<file path="config.mk">
export PLATFORM = sky130hd
export DESIGN_NAME = http_request_line_parser_flat
export DESIGN_NICKNAME = d
export VERILOG_FILES = /design/src/hdl/hrlp_pkg.sv /design/src/hdl/hrlp_in_if.sv /design/src/hdl/hrlp_out_if.sv /design/src/hdl/http_request_line_parser.sv /design/src/flat_wrapper.sv
export SDC_FILE = /design/constraint.sdc
export NUM_CORES = 1
export LEC_CHECK = 0
export ABC_AREA = 1
export BUFFER_PORTS_ARGS = -buffer_cell sky130_fd_sc_hd__buf_2
export CAP_MARGIN = 15
export CORE_MARGIN = 4
export CORE_UTILIZATION = 55
export DETAILED_ROUTE_END_ITERATION = 6
export GPL_ROUTABILITY_DRIVEN = 0
export HOLD_SLACK_MARGIN = 0.08
export PLACE_DENSITY = 0.84
export SLEW_MARGIN = 20
export SYNTH_ARGS = -nofsm -noshare
export SYNTH_HDL_FRONTEND = slang
export SYNTH_SLANG_ARGS = --single-unit
</file>
<file path="constraint.sdc">
create_clock -name clk -period 4 [get_ports clk]
set_input_delay 0 -clock clk [delete_from_list [all_inputs] [get_ports clk]]
set_output_delay 0 -clock clk [all_outputs]
set_load 0.01 [all_outputs]
</file>
<file path="src/hdl/hrlp_pkg.sv">
// Shared types, codes and method tables for the HTTP request line parser.
package hrlp_pkg;

  // Parse phases of the request line.
  typedef enum logic [2:0] {
    PH_METHOD,
    PH_SLASH,
    PH_PATH,
    PH_QUERY,
    PH_AFTER,
    PH_SKIP
  } phase_t;

  // Byte class tags.
  localparam logic [1:0] CLS_OTHER  = 2'd0;
  localparam logic [1:0] CLS_METHOD = 2'd1;
  localparam logic [1:0] CLS_PATH   = 2'd2;
  localparam logic [1:0] CLS_QUERY  = 2'd3;

  // Final status codes.
  localparam logic [2:0] ERR_OK         = 3'd0;
  localparam logic [2:0] ERR_EMPTY      = 3'd1;
  localparam logic [2:0] ERR_METH_LONG  = 3'd2;
  localparam logic [2:0] ERR_BAD_METHOD = 3'd3;
  localparam logic [2:0] ERR_NO_SLASH   = 3'd4;
  localparam logic [2:0] ERR_BUF_FULL   = 3'd5;
  localparam logic [2:0] ERR_OVERFLOW   = 3'd6;

  // Method codes.
  localparam logic [2:0] METH_GET     = 3'd0;
  localparam logic [2:0] METH_HEAD    = 3'd1;
  localparam logic [2:0] METH_DELETE  = 3'd2;
  localparam logic [2:0] METH_PUT     = 3'd3;
  localparam logic [2:0] METH_POST    = 3'd4;
  localparam logic [2:0] METH_OPTIONS = 3'd5;
  localparam int         NUM_METHODS  = 6;

  // Special bytes.
  localparam logic [7:0]  CH_NUL      = 8'h00;
  localparam logic [7:0]  CH_SP       = 8'h20;
  localparam logic [7:0]  CH_SLASH    = 8'h2F;
  localparam logic [7:0]  CH_QMARK    = 8'h3F;
  localparam logic [7:0]  CH_LF       = 8'h0A;
  localparam logic [23:0] TAIL_CRLFCR = 24'h0D0A0D;

  // Stored method characters: first character in the low byte.
  localparam int METH_CHARS = 8;

  localparam logic [63:0] METHOD_WORDS [NUM_METHODS] = '{
    64'h0000_0000_0054_4547,   // GET
    64'h0000_0000_4441_4548,   // HEAD
    64'h0000_4554_454C_4544,   // DELETE
    64'h0000_0000_0054_5550,   // PUT
    64'h0000_0000_5453_4F50,   // POST
    64'h0053_4E4F_4954_504F    // OPTIONS
  };
  localparam logic [4:0] METHOD_LENS [NUM_METHODS] = '{
    5'd3, 5'd4, 5'd6, 5'd3, 5'd4, 5'd7
  };

  // Configuration register map.
  localparam int         CFG_AW           = 3;
  localparam logic       REG_MAX_PATH_LEN = 1'b0;   // register index, paddr[2]
  localparam logic [9:0] MAX_PATH_RESET   = 10'd512;

  typedef struct packed {
    logic       hit;
    logic [2:0] code;
  } meth_match_t;

  function automatic meth_match_t match_method(input logic [63:0] chars,
                                               input logic [4:0]  count);
    meth_match_t m;
    m.hit  = 1'b0;
    m.code = METH_GET;
    for (int k = NUM_METHODS - 1; k >= 0; k--) begin
      if (count == METHOD_LENS[k] && chars == METHOD_WORDS[k]) begin
        m.hit  = 1'b1;
        m.code = 3'(k);
      end
    end
    return m;
  endfunction

endpackage

</file>
<file path="src/hdl/hrlp_in_if.sv">
// Input channel of the request line parser: one request byte per transaction.
interface hrlp_in_if;
  logic       valid;
  logic       ready;
  logic [7:0] data_byte;
  logic       start_request;

  modport source (output valid, output data_byte, output start_request, input ready);
  modport sink   (input valid, input data_byte, input start_request, output ready);
endinterface

</file>
<file path="src/hdl/hrlp_out_if.sv">
// Result channel of the request line parser: one tagged byte and status per transaction.
interface hrlp_out_if;
  logic       valid;
  logic       ready;
  logic [1:0] byte_class;
  logic [7:0] out_byte;
  logic       done_res;
  logic [2:0] error_code;
  logic [2:0] method_code;
  logic [9:0] path_length;
  logic       has_query;

  modport source (output valid, output byte_class, output out_byte, output done_res,
                  output error_code, output method_code, output path_length,
                  output has_query, input ready);
  modport sink   (input valid, input byte_class, input out_byte, input done_res,
                  input error_code, input method_code, input path_length,
                  input has_query, output ready);
endinterface

</file>
<file path="src/hdl/http_request_line_parser.sv">
// Top level of the HTTP request line parser: byte-serial request line and header-end tracking.
//
// The parser takes one request byte per input transaction and returns exactly
// one result transaction per byte, so a byte stream runs through at one byte
// per clock unless the sink stalls. The parse state update and the result are
// formed from the current byte and the state registers, and the result lands
// in a single output register. A new byte is accepted whenever that register
// is empty or is being drained in the same cycle. Each result echoes the byte
// with its class (method, path, query or other) and, on the byte that ends the CR
// LF CR LF header marker, carries the final status, the method code, the path
// length (query included) and the query flag. A header that runs to HEADER_BUF-1
// bytes without a marker ends at once with the overflow code. After the final
// status, bytes are echoed as class "other" until a byte with start_request set
// opens the next request. The max_path_len register sits at APB byte address 0
// and must be written by the user only while the block is idle; the block does not check.
module http_request_line_parser
  import hrlp_pkg::*;
#(
  parameter int METHOD_BUF = 8,
  parameter int PATH_BUF   = 1024,
  parameter int QUERY_BUF  = 512,
  parameter int HEADER_BUF = 8192
) (
  input  logic              clk,
  input  logic              rst_n,
  hrlp_in_if.sink           in_ch,
  hrlp_out_if.source        out_ch,
  input  logic              psel,
  input  logic              penable,
  input  logic              pwrite,
  input  logic [CFG_AW-1:0] paddr,
  input  logic [31:0]       pwdata,
  output logic [31:0]       prdata,
  output logic              pready
);

  localparam int MC_W  = $clog2(METHOD_BUF + 1);
  localparam int PC_W  = $clog2(PATH_BUF + 1);
  localparam int QC_W  = $clog2(QUERY_BUF + 1);
  localparam int BC_W  = $clog2(HEADER_BUF);
  localparam int CMP_W = (PC_W > 10) ? PC_W : 10;

  // ---------------------------------------------------------------------
  // Configuration register
  // ---------------------------------------------------------------------
  logic [9:0] max_path_len_r;

  assign pready = 1'b1;

  always_ff @(posedge clk) begin
    if (!rst_n) begin
      max_path_len_r <= MAX_PATH_RESET;
    end else if (psel && penable && pwrite && paddr[2] == REG_MAX_PATH_LEN) begin
      max_path_len_r <= pwdata[9:0];
    end
  end

  always_comb begin
    prdata = '0;
    if (paddr[2] == REG_MAX_PATH_LEN) begin
      prdata = {22'd0, max_path_len_r};
    end
  end

  // ---------------------------------------------------------------------
  // Parse state
  // ---------------------------------------------------------------------
  phase_t            phase_r, phase_b, phase_nxt;
  logic [23:0]       tail_r, tail_b, tail_nxt;
  logic [BC_W-1:0]   bc_r, bc_b, bc_nxt;
  logic [63:0]       mchars_r, mchars_b, mchars_nxt;
  logic [MC_W-1:0]   mcount_r, mcount_b, mcount_nxt;
  logic [2:0]        mcode_r, mcode_b, mcode_nxt;
  logic [PC_W-1:0]   pcount_r, pcount_b, pcount_nxt;
  logic [QC_W-1:0]   qcount_r, qcount_b, qcount_nxt;
  logic              qseen_r, qseen_b, qseen_nxt;
  logic [2:0]        perr_r, perr_b, perr_nxt;
  logic              fin_r, fin_b, fin_nxt;

  logic              in_fire;
  logic              at_end;
  logic [1:0]        cls_c;
  meth_match_t       mm;
  logic [CMP_W-1:0]  path_ext;
  logic [CMP_W-1:0]  max_ext;

  // Result register
  logic              out_valid_r;
  logic [1:0]        cls_r;
  logic [7:0]        byte_r;
  logic              done_r, done_c;
  logic [2:0]        err_r, err_c;
  logic [2:0]        omcode_r, omcode_c;
  logic [9:0]        plen_r, plen_c;
  logic              hq_r, hq_c;

  logic              in_ready_w;

  // Take a byte whenever the result register is free or drains this cycle.
  assign in_ready_w  = !out_valid_r || out_ch.ready;
  assign in_ch.ready = in_ready_w;
  assign in_fire     = in_ch.valid && in_ready_w;

  // Start of request: clear the parse state before this byte is taken.
  always_comb begin
    if (in_ch.start_request) begin
      phase_b  = PH_METHOD;
      tail_b   = '0;
      bc_b     = '0;
      mchars_b = '0;
      mcount_b = '0;
      mcode_b  = METH_GET;
      pcount_b = '0;
      qcount_b = '0;
      qseen_b  = 1'b0;
      perr_b   = ERR_OK;
      fin_b    = 1'b0;
    end else begin
      phase_b  = phase_r;
      tail_b   = tail_r;
      bc_b     = bc_r;
      mchars_b = mchars_r;
      mcount_b = mcount_r;
      mcode_b  = mcode_r;
      pcount_b = pcount_r;
      qcount_b = qcount_r;
      qseen_b  = qseen_r;
      perr_b   = perr_r;
      fin_b    = fin_r;
    end
  end

  // Method held so far, judged on the byte that ends it.
  assign mm = match_method(mchars_b, 5'(mcount_b));

  // Next state: advance the phase and the counters for this byte.
  always_comb begin
    phase_nxt  = phase_b;
    tail_nxt   = tail_b;
    bc_nxt     = bc_b;
    mchars_nxt = mchars_b;
    mcount_nxt = mcount_b;
    mcode_nxt  = mcode_b;
    pcount_nxt = pcount_b;
    qcount_nxt = qcount_b;
    qseen_nxt  = qseen_b;
    perr_nxt   = perr_b;
    cls_c      = CLS_OTHER;
    at_end     = 1'b0;
    if (!fin_b) begin
      bc_nxt   = bc_b + BC_W'(1);
      at_end   = (tail_b == TAIL_CRLFCR) && (in_ch.data_byte == CH_LF);
      tail_nxt = {tail_b[15:0], in_ch.data_byte};
      case (phase_b)
        PH_METHOD: begin
          if (in_ch.data_byte == CH_SP || in_ch.data_byte == CH_NUL) begin
            if (!mm.hit) begin
              perr_nxt  = ERR_BAD_METHOD;
              phase_nxt = PH_SKIP;
            end else begin
              mcode_nxt = mm.code;
              phase_nxt = PH_SLASH;
            end
          end else begin
            if (mcount_b < MC_W'(METH_CHARS)) begin
              mchars_nxt[8*mcount_b[2:0] +: 8] = in_ch.data_byte;
            end
            mcount_nxt = mcount_b + MC_W'(1);
            cls_c      = CLS_METHOD;
            if (mcount_nxt >= MC_W'(METHOD_BUF)) begin
              perr_nxt  = ERR_METH_LONG;
              phase_nxt = PH_SKIP;
            end
          end
        end
        PH_SLASH: begin
          if (in_ch.data_byte == CH_SLASH) begin
            phase_nxt = PH_PATH;
          end else begin
            perr_nxt  = ERR_NO_SLASH;
            phase_nxt = PH_SKIP;
          end
        end
        PH_PATH: begin
          if (in_ch.data_byte == CH_SP || in_ch.data_byte == CH_NUL) begin
            phase_nxt = PH_AFTER;
          end else begin
            // The '?' itself counts as a path byte, not a query byte.
            if (in_ch.data_byte == CH_QMARK) begin
              qseen_nxt = 1'b1;
              phase_nxt = PH_QUERY;
            end
            pcount_nxt = pcount_b + PC_W'(1);
            cls_c      = CLS_PATH;
            if (pcount_nxt >= PC_W'(PATH_BUF)) begin
              perr_nxt  = ERR_BUF_FULL;
              phase_nxt = PH_SKIP;
            end
          end
        end
        PH_QUERY: begin
          if (in_ch.data_byte == CH_SP || in_ch.data_byte == CH_NUL) begin
            phase_nxt = PH_AFTER;
          end else begin
            pcount_nxt = pcount_b + PC_W'(1);
            qcount_nxt = qcount_b + QC_W'(1);
            cls_c      = CLS_QUERY;
            if (pcount_nxt >= PC_W'(PATH_BUF) || qcount_nxt >= QC_W'(QUERY_BUF)) begin
              perr_nxt  = ERR_BUF_FULL;
              phase_nxt = PH_SKIP;
            end
          end
        end
        default: begin
        end
      endcase
    end
  end

  assign path_ext = CMP_W'(pcount_nxt);
  assign max_ext  = CMP_W'(max_path_len_r);

  // Outputs: final status on the header marker or on header overflow.
  always_comb begin
    done_c   = 1'b0;
    err_c    = ERR_OK;
    omcode_c = METH_GET;
    plen_c   = '0;
    hq_c     = 1'b0;
    if (!fin_b) begin
      if (at_end) begin
        done_c = 1'b1;
        if (bc_nxt == BC_W'(4)) begin
          err_c = ERR_EMPTY;
        end else if (perr_nxt != ERR_OK) begin
          err_c = perr_nxt;
        end else if (phase_nxt == PH_METHOD) begin
          // The line feed joined the method, so it can never match.
          err_c = ERR_BAD_METHOD;
        end else if (path_ext > max_ext) begin
          err_c = ERR_OVERFLOW;
        end else begin
          omcode_c = mcode_nxt;
          plen_c   = path_ext[9:0];
          hq_c     = qseen_nxt;
        end
      end else if (bc_nxt == BC_W'(HEADER_BUF - 1)) begin
        done_c = 1'b1;
        err_c  = ERR_OVERFLOW;
      end
    end
  end

  assign fin_nxt = fin_b || done_c;

  always_ff @(posedge clk) begin
    if (!rst_n) begin
      phase_r  <= PH_METHOD;
      tail_r   <= '0;
      bc_r     <= '0;
      mchars_r <= '0;
      mcount_r <= '0;
      mcode_r  <= METH_GET;
      pcount_r <= '0;
      qcount_r <= '0;
      qseen_r  <= 1'b0;
      perr_r   <= ERR_OK;
      fin_r    <= 1'b0;
    end else if (in_fire) begin
      phase_r  <= phase_nxt;
      tail_r   <= tail_nxt;
      bc_r     <= bc_nxt;
      mchars_r <= mchars_nxt;
      mcount_r <= mcount_nxt;
      mcode_r  <= mcode_nxt;
      pcount_r <= pcount_nxt;
      qcount_r <= qcount_nxt;
      qseen_r  <= qseen_nxt;
      perr_r   <= perr_nxt;
      fin_r    <= fin_nxt;
    end
  end

  // ---------------------------------------------------------------------
  // Result register: hold until the sink takes the transaction.
  // ---------------------------------------------------------------------
  always_ff @(posedge clk) begin
    if (!rst_n) begin
      out_valid_r <= 1'b0;
    end else if (in_fire) begin
      out_valid_r <= 1'b1;
    end else if (out_ch.ready) begin
      out_valid_r <= 1'b0;
    end
  end

  always_ff @(posedge clk) begin
    if (in_fire) begin
      cls_r    <= cls_c;
      byte_r   <= in_ch.data_byte;
      done_r   <= done_c;
      err_r    <= err_c;
      omcode_r <= omcode_c;
      plen_r   <= plen_c;
      hq_r     <= hq_c;
    end
  end

  assign out_ch.valid       = out_valid_r;
  assign out_ch.byte_class  = cls_r;
  assign out_ch.out_byte    = byte_r;
  assign out_ch.done_res    = done_r;
  assign out_ch.error_code  = err_r;
  assign out_ch.method_code = omcode_r;
  assign out_ch.path_length = plen_r;
  assign out_ch.has_query   = hq_r;

endmodule
</file>
<file path="src/flat_wrapper.sv">
// flat-port wrapper written by rule: the top's interface ports become plain ports
module http_request_line_parser_flat import hrlp_pkg::*;
#(
  parameter int METHOD_BUF = 8,
  parameter int PATH_BUF   = 1024,
  parameter int QUERY_BUF  = 512,
  parameter int HEADER_BUF = 8192
)
  (clk, rst_n, psel, penable, pwrite, paddr, pwdata, prdata, pready, in_ch_valid, in_ch_data_byte, in_ch_start_request, in_ch_ready, out_ch_valid, out_ch_byte_class, out_ch_out_byte, out_ch_done_res, out_ch_error_code, out_ch_method_code, out_ch_path_length, out_ch_has_query, out_ch_ready);
  hrlp_in_if in_ch_i ();
  hrlp_out_if out_ch_i ();
  input  logic clk;
  input  logic rst_n;
  input  logic psel;
  input  logic penable;
  input  logic pwrite;
  input  logic [CFG_AW-1:0] paddr;
  input  logic [31:0] pwdata;
  output logic [31:0] prdata;
  output logic pready;
  input wire logic [$bits(in_ch_i.valid)-1:0] in_ch_valid;
  input wire logic [$bits(in_ch_i.data_byte)-1:0] in_ch_data_byte;
  input wire logic [$bits(in_ch_i.start_request)-1:0] in_ch_start_request;
  output wire logic [$bits(in_ch_i.ready)-1:0] in_ch_ready;
  output wire logic [$bits(out_ch_i.valid)-1:0] out_ch_valid;
  output wire logic [$bits(out_ch_i.byte_class)-1:0] out_ch_byte_class;
  output wire logic [$bits(out_ch_i.out_byte)-1:0] out_ch_out_byte;
  output wire logic [$bits(out_ch_i.done_res)-1:0] out_ch_done_res;
  output wire logic [$bits(out_ch_i.error_code)-1:0] out_ch_error_code;
  output wire logic [$bits(out_ch_i.method_code)-1:0] out_ch_method_code;
  output wire logic [$bits(out_ch_i.path_length)-1:0] out_ch_path_length;
  output wire logic [$bits(out_ch_i.has_query)-1:0] out_ch_has_query;
  input wire logic [$bits(out_ch_i.ready)-1:0] out_ch_ready;
  assign in_ch_i.valid = in_ch_valid;
  assign in_ch_i.data_byte = in_ch_data_byte;
  assign in_ch_i.start_request = in_ch_start_request;
  assign in_ch_ready = in_ch_i.ready;
  assign out_ch_valid = out_ch_i.valid;
  assign out_ch_byte_class = out_ch_i.byte_class;
  assign out_ch_out_byte = out_ch_i.out_byte;
  assign out_ch_done_res = out_ch_i.done_res;
  assign out_ch_error_code = out_ch_i.error_code;
  assign out_ch_method_code = out_ch_i.method_code;
  assign out_ch_path_length = out_ch_i.path_length;
  assign out_ch_has_query = out_ch_i.has_query;
  assign out_ch_i.ready = out_ch_ready;
  http_request_line_parser #(.METHOD_BUF(METHOD_BUF), .PATH_BUF(PATH_BUF), .QUERY_BUF(QUERY_BUF), .HEADER_BUF(HEADER_BUF)) u_core (.clk(clk), .rst_n(rst_n), .in_ch(in_ch_i), .out_ch(out_ch_i), .psel(psel), .penable(penable), .pwrite(pwrite), .paddr(paddr), .pwdata(pwdata), .prdata(prdata), .pready(pready));
endmodule
</file>
# Word level (Yosys, flattened, before mapping)
# Cells that the tools add are included.
# W data, S select, Z words.
[op_classes]
addsub = 5
order_cmp = 5
n_eq_ne = 20
shift = 2
muxes = 79
n_bitwise = 2
n_reduce_logical = 23
[op_table]
columns = ["operator", "count"]
rows = [
  ["$mux W64", 5],
  ["$eq A64 B23 Y1 const B", 2],
  ["$eq A64 B31 Y1 const B", 2],
  ["$mux W3", 32],
  ["$bwmux W64", 1],
  ["$eq A64 B47 Y1 const B", 1],
  ["$eq A64 B55 Y1 const B", 1],
  ["$shift A8 B34 Y64 const A", 1],
  ["$shiftx A8 B34 Y64", 1],
  ["$mux W10", 5],
  ["$mux W24", 2],
  ["$mux W11", 4],
  ["$mux W4", 10],
  ["$neg A6 Y34", 1],
  ["$mux W13", 2],
  ["$eq A24 B20 Y1 const B", 1],
  ["$eq A8 B6 Y1 const B", 3],
  ["$pmux W3 S4", 2],
  ["$add A13 B1 Y13 const B", 1],
  ["$eq A13 B13 Y1 const B", 1],
  ["$eq A13 B3 Y1 const B", 1],
  ["$mux W1", 13],
  ["$eq A4 B3 Y1 const B", 3],
  ["$add A11 B1 Y11 const B", 1],
  ["other kinds (23)", 40],
]
[word_totals]
register_bits = 176
output_inout_bits = 63
word_cells = 156

# Longest topological paths before layout
# Gate-level depths: netlist of the first run.
[logic_depth]
depth_word = 18
ltp_mapped = 28

# Worst setup path before layout of the first run
# No wires, ideal clock.
[synth_path]
path_kind = "in2reg"
start = "input in_ch_start_request"
end = "register u_core.plen_r[8] (netlist: u_core.out_ch.path_length[8]), data pin"
setup_time_ns = 0.263
arrival_ns = 3.023
required_ns = 3.737
slack_ns = 0.714
path_stages = 24
n_path_buf = 7
path_cell_list = "buf_6 buf_6 buf_6 buf_6 buf_6 clkbuf_1 nor2_1 ha_1 nand4_1 or2_2 nor2_1 xor2_1 inv_1 ha_1 nand2_1 inv_1 nand2_1 nand2_1 nand2_1 nand3_1 inv_1 nand4_4 buf_12 nor2_4"
[synth_between]
elab_cells_between_ends = 77
classes_between = "add/sub: 4; order compare: 4; eq/ne: 15; mux: 40; bitwise: 1; reduce/logical: 13"
[synth_rtl]
columns = ["element", "line", "rtl"]
rows = [
  ["from (decl)", "flat_wrapper.sv:23", "input wire logic [$bits(in_ch_i.start_request)-1:0] in_ch_start_request;"],
  ["$mux W11 / $mux W3 (equally long branches)", "http_request_line_parser.sv:106", "if (in_ch.start_request) begin"],
  ["$add A11 B1 Y11 / $eq A3 B2 Y1 (equally long branches)", "http_request_line_parser.sv:193, http_request_line_parser.sv:205, http_request_line_parser.sv:154", ""],
  ["$mux W11 / $reduce_or A2 Y1 (equally long branches)", "--", ""],
  ["$mux W11", "--", ""],
  ["$mux W11 (*)", "http_request_line_parser.sv:150", "if (!fin_b) begin"],
  ["net u_core.path_ext[8]", "http_request_line_parser.sv:84", "logic [CMP_W-1:0] path_ext;"],
  ["$gt A11 B10 Y1", "http_request_line_parser.sv:240", "end else if (path_ext > max_ext) begin"],
  ["$reduce_or A6 Y1 (no source line)", "--", ""],
  ["to (signal assigned)", "http_request_line_parser.sv:304", "plen_r <= plen_c;"],
  ["to (decl)", "http_request_line_parser.sv:94", "logic [9:0] plen_r, plen_c;"],
]
# Mark *: on every way through the listed nets, which the timed path passes. The rest lies on a longest branch.
# A chain may end at the register's enable or synchronous reset.

# Worst setup path in the final report of the first run
[layout_path]
start = "input in_ch_data_byte[6]"
end = "register u_core.plen_r[0] (netlist: u_core.out_ch.path_length[0]), data pin"
[layout_between]
elab_cells_between_ends = 30
classes_between = "order compare: 1; eq/ne: 4; mux: 18; bitwise: 1; reduce/logical: 6"
[layout_rtl]
columns = ["element", "line", "rtl"]
rows = [
  ["from (decl)", "flat_wrapper.sv:22", "input wire logic [$bits(in_ch_i.data_byte)-1:0] in_ch_data_byte;"],
  ["$eq A8 B6 Y1 / $logic_not A8 Y1 (equally long branches)", "http_request_line_parser.sv:185, http_request_line_parser.sv:202", ""],
  ["$logic_or A1 B1 Y1 (*)", "http_request_line_parser.sv:185, http_request_line_parser.sv:202", ""],
  ["$mux W11 (*)", "http_request_line_parser.sv:185, http_request_line_parser.sv:202", ""],
  ["$mux W11 (*)", "--", ""],
  ["$mux W11 (*)", "http_request_line_parser.sv:150", ""],
  ["net u_core.path_ext[9]", "http_request_line_parser.sv:84", ""],
  ["$gt A11 B10 Y1 (*)", "http_request_line_parser.sv:240", ""],
  ["$reduce_or A6 Y1 (no source line) (*)", "--", ""],
]
# Marked as above.

==> results of run 1 <==
[routing by layer]
layer / global-route usage [%] / up-vias / wire length [microns]
met5: 0 / - / 0
li1: - / 5184 / -
met3: 4.97 / 104 / 2290
met2: 43.8 / 522 / 14000
met4: 10.5 / 0 / 1080
met1: 33.6 / 4950 / 12000
[worst max path at each step]
stage	to	slack, ns
2_1_floorplan	u_core.out_ch.path_length[8]	0.71
3_3_place_gp	u_core.out_ch.path_length[0]	0.31
3_5_place_dp	u_core.out_ch.path_length[0]	0.16
4_1_cts	u_core.out_ch.path_length[0]	0.01
5_1_grt	u_core.out_ch.path_length[0]	-0.005
6_report	u_core.out_ch.path_length[0]	0.29
[state kept, by name, summed over array words and instances (netlist names), 2 cells and up]
signal and count:
u_core.out_ch.out_byte 8, u_core.pcount_r 11, u_core.qcount_r 10, u_core.phase_r 3, u_core.bc_r 13, u_core.tail_r 24, u_core.out_ch.error_code 3, u_core.mcount_r 4
u_core.max_path_len_r 10, u_core.mcode_r 3, u_core.out_ch.byte_class 2, u_core.out_ch.method_code 3, u_core.mchars_r 64, u_core.out_ch.path_length 10, u_core.perr_r 3
[layout make-up]
class                   instances  area share [%]
clock buffers                  20            4.01
repair buffers                104            5.93
flip-flops and latches        176            31.9
inverters                     216            6.89
multi-input cells            1078            47.3
well taps                     260            2.73
clock inverters                12            1.19
[worst register-to-register path, cell delays in order (launching register included)]
cell and delay [ns]:
dfxtp_1 0.39, inv_1 0.09, nor2_1 0.12, nand3_1 0.14, nor2_2 0.21, nand4_1 0.22
nor4_2 0.29, nand2_1 0.12, nor2_1 0.20, xor2_2 0.30, inv_1 0.08, ha_1 0.31
a21oi_1 0.17, nand2_1 0.08, nand2_1 0.10, nand3_1 0.11, inv_1 0.12, nand4_4 0.10
buf_12 0.19, nor2_1 0.12
[repair_timing]
action | in CTS | in global routing
resized for setup | 0 | 4
endpoints found under the setup margin | 0 | 15
endpoints found under the hold margin | 30 | 0
hold buffers | 21 | 0
buffers inserted | 0 | 2
[cells in the final DEF (no fill, tap or decap), types with 5 or more instances in the layout]
cell type      instances
nand2_1              284
inv_1                209
nor2_1               152
dfxtp_1              148
a21oi_1              144
o21ai_0              125
buf_2                 66
o211ai_1              64
nand3_1               56
nor3_1                47
edfxtp_1              28
nand4_1               26
conb_1                23
dlygate4sd3_1         21
ha_1                  20
clkbuf_16             18
nor2_2                15
nor2_4                15
buf_4                 14
nand2_2               12
xor2_1                12
a31oi_1                9
nor4_1                 7
o221ai_1               7
o21ai_1                7
nor3_2                 6
nand3b_1               5
inv_6                  5
[cell families after synthesis]
logic type / count (synthesis) / share of synthesized area (%)
other: 2 / 0.0699
AND/OR/NAND/NOR: 643 / 27.8
flip-flops: 176 / 35.4
AO/OA/AOI/OAI: 376 / 20.0
buffers and inverters: 319 / 13.1
XOR/XNOR: 16 / 1.31
adder cells (fa/ha/maj): 20 / 2.33
[stage by stage]
stage / utilization, % / worst slack, ns
floorplan: - / 0.714
detailed placement: 58.2 / 0.161
finish: 62.8 / 0.292
CTS: 62.5 / 0.0130
global route: 62.8 / -0.00453
global placement: 58.2 / 0.315
[power by group]
| part | internal (mW) | switching (mW) |
|---|---|---|
| clock | 1.01 | 0.755 |
| sequential | 1.88 | 0.0571 |
| combinational | 0.183 | 0.420 |
| total | 3.07 | 1.23 |
==> impl_metrics.yaml, run 1 <==
floorplanning:
  core_sq_um: 19000
  start_util_pct: 56.6
  fp.dieW_microns: 148
  dieArea_sq_um: 21800
  pin_count: 114
  num_rows: 50
  die_h_microns: 148
placement:
  dpl.hpwl_microns: 19500
  dp_cells: 1811
  io_buffer_count: 66
  dpl_cell_area_sq_um: 11000
sta:
  relSlewSlack_pct: 36.7
  fin_crit_sh_pct: 92.7
  tns_ns: 0
  hold_ws_ns: 0.130
  min_period_ns: 3.71
  skew_ns: 0.00854
  final_max_slew_viol_count: 0
  setup_viol: 0
  hold_violations: 0
  max_slew.worst_pin.slew_ns: 0.949
  fmax_mhz: 270
routing:
  wl_per_cell_microns: 15.7
  drc: 0
  vias_per_cell: 5.77
  num_vias: 10760
  drtPass1Iterations: 6
  postRouteAntennaNets: 0
  drt-initial-drc-count: 1285
  wl_microns: 29300
run:
  max_cap_viol_count: 0
synth:
  synth_top_area_cell: "dfxtp_1"
  yosysMostFrequentCell: "nand2_1"
  ys_async_sr_fraction_pct: 0
  seq_area_frac_synth_pct: 35.4
  synth_edf_count: 28
  synthesis.area_sq_um: 10700
  synth_ff_type: "dfxtp_1"
  synth_area_leaders: "dfxtp_1 (28%), nand2_1 (10%), edfxtp_1 (7.8%)"
  synth.distinct_cells: 55
  ys_top_cells_by_count: "nand2_1 (285), inv_1 (210), nor2_1 (153)"
  synth.avg_cell_area_sq_um: 6.92
  synth_top_area_share_pct: 27.6
  yosysWarnings: 0
  synthCells: 1552
  ys_ff_latch: 176
setup_path:
  crit_path_max_fanout: 11
  worstPathArrival_ns: 4.00
  path_depth: 23
  cp-end-kind: "register"
  r2r_setup_slack_ns: 0.41
  start_kind: "input port"
  critical_path.top_delay_family: "simple AND/OR/NAND/NOR gates"
  cp_num_buf_inv: 6
  worst_r2r_path_depth: 19
  r2r_start: "u_core.phase_r[1]"
  critical_path.slowest_cell: "dlygate4sd3_1"
  critPathRequiredTime_ns: 4.29
  critPathKind: "in2reg"
  cp_common_cell: "nand2_1"
  crit_chain: "dlygate4sd3_1 > buf_2 > nor2_1 > nand2_1 > nor2_2 > inv_2 > nand3_1 > nor2_2 > nand4_1 > nor4_2 > nand2_1 > nor2_1 > xor2_2 > inv_1 > ha_1 > a21oi_1 > nand2_1 > nand2_1 > nand3_1 > inv_1 > nand4_4 > buf_12 > nor2_1"
  slowest_delay_ns: 0.52
  reg2reg_to: "u_core.out_ch.path_length[0]"
  cp-startpoint: "in_ch_data_byte[6]"
clock_tree:
  cts_inserted_buffers: 17
  clk_pin_slew_ns: 0.07
  h-tree-depth: 4
  clk_path_buf_depth: 2
  cts_sinks: 176
  cts_tree: "done"
  root_buffer: "clkbuf_16"
  clk_latency_ns: 0.44
power:
  leakage_nw: 5.05
  finalPower_mw: 4.30
  ir_drop_mv: 0.314
  powerDensity_nw_per_um2: 361
grt:
  grt_pass1_wl_microns: 47500
  grt.overflow.total: 0
  grt_start_max_net_pins: 89
  grt_usage_pct: 26.2
  antenna_found_initial: 0
  grt_pass1_vias: 9812
final_layout:
  syn_to_final_growth_pct: 10.9
  regArea_sq_um: 3800
  antenna_cells: 0
  drive_above_1_share_pct: 11.6
  num-nets-final: 1664
  fillers: 1652
  multi_input_area_sq_um: 5630
  stdcell_count: 1866
  finish.instance_area_sq_um: 11900
min_path:
  worstHoldPathCells: 5
  hold_start: "in_ch_data_byte[4]"
  hold_path_class: "in2reg"
  whs_endpoint: "u_core.mchars_r[4]"
status:
  outcome: "finished clean"
Power figures use the tool's default switching activity.
==> inputs of run 2 (changes only) <==
- MAX_ROUTING_LAYER: not set -> met4
- PLACE_DENSITY: 0.84 -> 0.73
==> run 2 against run 1 <==
  * Via count down 2.9%
  * Sequential share of layout area up 0.11 points
  * Sequential cell count unchanged
  * Clock-buffer cell count up 5
  * Worst hold slack worse by 0.024 ns
  * Setup slack better by 0.14 ns
  * Highest routed layer unchanged
==> impl_metrics.yaml, run 2 (synthesis results as in run 1) <==
setup_path:
  start_kind: "input port"
  worst_r2r_path_depth: 20
  worstPathArrival_ns: 3.87
  r2r_start: "u_core.phase_r[1]"
  crit_path_max_fanout: 14
  reg2reg_to: "u_core.out_ch.path_length[1]"
  cp-end-kind: "register"
  r2r_setup_slack_ns: 0.55
  critPathKind: "in2reg"
  critPathRequiredTime_ns: 4.30
sta:
  fin_crit_sh_pct: 89.2
  rsz0062_at_grt: "false"
  relSlewSlack_pct: 36.9
  min_period_ns: 3.57
  skew_ns: 0.0139
  tns_ns: 0
  hold_violations: 0
  max_slew.worst_pin.slew_ns: 0.947
  fmax_mhz: 280
  setup_viol: 0
  final_max_slew_viol_count: 0
  timing.final.ws_setup_ns: 0.432
final_layout:
  syn_to_final_growth_pct: 10.5
  top_regs: "u_core.mchars_r: 64 flops, u_core.tail_r: 24 flops, u_core.bc_r: 13 flops"
  regArea_sq_um: 3800
  num-nets-final: 1667
  finish.instance_area_sq_um: 11900
  final_common_cell: "nand2_1"
  multi_input_area_sq_um: 5610
  drive_above_1_share_pct: 11.6
  fillers: 1744
  largest_reg_flops: 64
  final_cell_mix: "nand2_1 (284), inv_1 (209), nor2_1 (152)"
  top_register: "u_core.mchars_r"
placement:
  dpl_cell_area_sq_um: 11000
  dpl.hpwl_microns: 19400
  dp_slack_ns: 0.252
  io_buffer_count: 66
grt:
  gr-usage-met1_pct: 33.5
  antenna_found_initial: 1
  grt.overflow.total: 0
  grt_pass1_vias: 9466
  grt_usage_pct: 26.6
  grtUsageMet3_pct: 5.18
  grt_pass1_wl_microns: 46500
  globalRouteMet2Util_pct: 43.2
  grt.busiest_layer: "met2"
  grt_start_max_net_pins: 92
clock_tree:
  h-tree-depth: 4
  cts_sinks: 176
  clk_pin_slew_ns: 0.07
  clk_latency_ns: 0.44
  root_buffer: "clkbuf_16"
  cts_inserted_buffers: 17
  clk_path_buf_depth: 2
  cts_tree: "done"
routing:
  drc: 0
  wl_per_cell_microns: 15.3
  drt-initial-drc-count: 1098
  vias_per_cell: 5.59
  num_vias: 10453
  wl_microns: 28600
  drtPass1Iterations: 6
  postRouteAntennaNets: 0
min_path:
  worstHoldPathCells: 4
  hold_path_class: "in2reg"
  whs_endpoint: "u_core.out_ch.valid"
  hold_start: "in_ch_valid"
floorplanning:
  dieArea_sq_um: 21800
  start_util_pct: 56.6
  die_h_microns: 148
  pin_count: 114
  num_rows: 50
  core_sq_um: 19000
  fp.dieW_microns: 148
status:
  outcome: "finished clean"
power:
  powerDensity_nw_per_um2: 356
  leakage_nw: 5.04
  finalPower_mw: 4.23
  ir_drop_mv: 0.296
run:
  max_cap_viol_count: 0
-- run 2: what timing repair did --
action,CTS,global route
setup endpoints to repair,0,14
buffers inserted,0,1
hold buffers,21,0
endpoints found under the hold margin,29,0
gates resized for setup,0,1
-- run 2: worst max-delay path, cell delays in order --
cell           delay, ns
dlygate4sd3_1       0.52
buf_2               0.13
inv_1               0.12
nand2_1             0.17
nor2_2              0.10
inv_2               0.14
nand3_1             0.15
nor2_2              0.24
nand4_1             0.18
nor4_1              0.28
nand2_1             0.11
nor2_1              0.15
xor2_1              0.24
inv_1               0.09
ha_1                0.31
nand2_1             0.05
inv_1               0.06
nand4_1             0.09
nand2_1             0.12
nand3_1             0.11
inv_1               0.11
nand4_4             0.09
buf_12              0.19
nor2_1              0.09
-- run 2: per-layer routing --
layer,vias to the layer above,part of all wire (%)
li1,5208,-
met1,4773,43
met2,400,47
met3,72,6.6
met4,0,2.9
met5,-,0
-- run 2: how the worst max path moves through the flow --
stage / start / end / slack, ns / cells past startpoint
floorplan: in_ch_start_request / u_core.out_ch.path_length[8] / 0.71 / 24
global placement: in_ch_data_byte[7] / u_core.out_ch.path_length[0] / 0.33 / 24
detailed placement: in_ch_data_byte[4] / u_core.out_ch.path_length[1] / 0.25 / 24
CTS: in_ch_data_byte[4] / u_core.out_ch.path_length[1] / 0.16 / 25
global route: in_ch_data_byte[4] / u_core.out_ch.path_length[1] / 0.08 / 28
finish: in_ch_data_byte[4] / u_core.out_ch.path_length[1] / 0.43 / 24
-- run 2: layout make-up --
type                            instances  area share [%]
Antenna cell                            1          0.0211
Clock buffer                           25            4.44
Clock inverter                          7           0.601
Inverter                              216            6.93
Multi-Input combinational cell       1078            47.3
Sequential cell                       176            32.1
Tap cell                              260            2.74
Timing Repair Buffer                  107            5.93
-- run 2: power by group --
group | internal, mW | switching (mW)
registers | 1.88 | 0.0541
clock network | 0.980 | 0.714
logic | 0.182 | 0.415
total | 3.05 | 1.18
-- run 2: per-stage QoR --
step / hold slack (ns) / std cells / utilization, %
floorplan: 0.0989 / 1573 / -
global placement: 0.213 / 1815 / 58.2
detailed placement: 0.210 / 1815 / 58.2
CTS: 0.111 / 1868 / 62.5
global route: 0.139 / 1870 / 62.6
finish: 0.106 / 1870 / 62.6
==> inputs of run 3 (changes only) <==
- BUFFER_PORTS_ARGS: -buffer_cell sky130_fd_sc_hd__buf_2 -> not set
- CTS_BUF_LIST: not set -> sky130_fd_sc_hd__clkbuf_4 sky130_fd_sc_hd__clkbuf_8
- DONT_BUFFER_PORTS: not set -> 1
- PLACE_DENSITY: 0.73 -> 0.68
==> run 3 against run 2 <==
  * Fmax shrank 2.6%
  * Critical endpoint is now u_core.out_ch.method_code[1]
  * Largest cell class unchanged
  * Clock skew is 0.00055 ns higher
  * Critical path type unchanged
  * Clock-buffer cell count fell by 8
  * Total power down 9.3%
==> impl_metrics.yaml, run 3 (synthesis results as in run 1) <==
sta:
  min_period_ns: 3.66
  setup_viol: 0
  tns_ns: 0
  fmax_mhz: 273
  rsz0062_at_grt: "false"
  hold_ws_ns: 0.102
  final_max_slew_viol_count: 0
  max_slew.worst_pin.slew_ns: 0.886
  relSlewSlack_pct: 40.9
  hold_violations: 0
  fin_crit_sh_pct: 91.6
  skew_ns: 0.0144
routing:
  vias_per_cell: 5.53
  drt-initial-drc-count: 939
  postRouteAntennaNets: 0
  drc: 0
  drtPass1Iterations: 6
  num_vias: 9944
  wl_per_cell_microns: 15.5
  wl_microns: 27800
clock_tree:
  cts_inserted_buffers: 17
  clk_latency_ns: 0.47
  root_buffer: "clkbuf_8"
  clk_pin_slew_ns: 0.10
  clk_path_buf_depth: 2
  cts_tree: "done"
  cts_sinks: 176
  h-tree-depth: 4
run:
  max_cap_viol_count: 0
final_layout:
  regArea_sq_um: 3800
  final_cell_mix: "nand2_1 (284), inv_1 (209), nor2_1 (153)"
  syn_to_final_growth_pct: 6.13
  finish.instance_area_sq_um: 11400
  top_register: "u_core.mchars_r"
  top_regs: "u_core.mchars_r: 64 flops, u_core.tail_r: 24 flops, u_core.bc_r: 13 flops"
  final_common_cell: "nand2_1"
  multi_input_area_sq_um: 5620
  largest_reg_flops: 64
  fillers: 1776
  drive_above_1_share_pct: 7.60
  num-nets-final: 1598
  antenna_cells: 0
power:
  ir_drop_mv: 0.191
  powerDensity_nw_per_um2: 337
  finalPower_mw: 3.84
  leakage_nw: 4.68
setup_path:
  cp-end-kind: "register"
  worstPathArrival_ns: 4.00
  start_kind: "input port"
  critPathKind: "in2reg"
  critPathRequiredTime_ns: 4.33
  crit_path_max_fanout: 14
placement:
  io_buffer_count: 0
  dpl_cell_area_sq_um: 10700
  dpl.hpwl_microns: 18400
floorplanning:
  die_h_microns: 148
  fp.dieW_microns: 148
  core_sq_um: 19000
  pin_count: 114
  dieArea_sq_um: 21800
  num_rows: 50
  start_util_pct: 56.6
status:
  outcome: "finished clean"
grt:
  antenna_found_initial: 0
  grt_usage_pct: 26.1
  grt.overflow.total: 0
  grt_start_max_net_pins: 101
  grt_pass1_vias: 9127
  grt_pass1_wl_microns: 45500
min_path:
  hold_path_class: "in2reg"
## run 3: timing repair
item,4_1_cts,5_1_grt
setup buffers,0,1
setup endpoints to repair,0,15
hold buffers,25,0
gates resized for setup,0,2
endpoints found under the hold margin,170,0
## run 3: path summary, 6_finish.rpt
path                            cells after the start                start  slack [ns]                      endpoint
worst max-delay path                               22   in_ch_data_byte[1]        0.34  u_core.out_ch.method_code[1]
worst min register to register                      2     u_core.tail_r[4]        0.46              u_core.tail_r[4]
worst max register to register                     19    u_core.phase_r[1]        0.56  u_core.out_ch.method_code[1]
worst min-delay path                                4  in_ch_start_request        0.10  u_core.out_ch.path_length[1]
## run 3: final cells by class
class	count	area share [%]
Clock inverter	14	1.58
Inverter	216	7.20
Multi-Input combinational cell	1078	49.3
Tap cell	260	2.85
Clock buffer	17	2.05
Timing Repair Buffer	38	3.58
Sequential cell	176	33.4
## run 3: metal layers
metal  wire length [microns]  vias to the layer above  global-route usage [%]
li1                        -                     5044                       -
met1                   12500                     4532                    32.7
met2                   13000                      303                    42.2
met3                    1400                       65                    4.60
met4                     869                        0                    9.60
met5                       0                        -                       -
## run 3: power breakdown
group | internal (mW) | switching [mW] | total (mW) | leakage, nW
clock | 0.626 | 0.701 | 1.33 | 0.205
combinational | 0.169 | 0.394 | 0.563 | 2.99
sequential | 1.88 | 0.0640 | 1.95 | 1.49
total | 2.68 | 1.16 | 3.84 | 4.68
## run 3: through the flow
stage,utilization [%],std cells,setup WS [ns]
after global routing,60.1,1799,0.0272
after floorplan,-,1573,0.714
final,60.1,1799,0.338
after CTS,59.9,1798,0.0879
after detailed placement,56.2,1742,0.246
after global placement,56.2,1742,0.367
## run 3: critical path, cell delays in order
cell	delay [ns]
dlygate4sd3_1	0.69
inv_1	0.18
nand4_1	0.13
nor2_1	0.11
inv_2	0.16
nand3_1	0.15
nor2_2	0.23
nand4_1	0.16
or2_2	0.34
nor2_1	0.14
xor2_1	0.33
inv_1	0.12
ha_1	0.30
nand2_1	0.05
inv_1	0.07
nand4_1	0.10
nand2_1	0.13
nand3_1	0.10
inv_1	0.12
nand4_4	0.09
buf_12	0.20
nor2_1	0.09
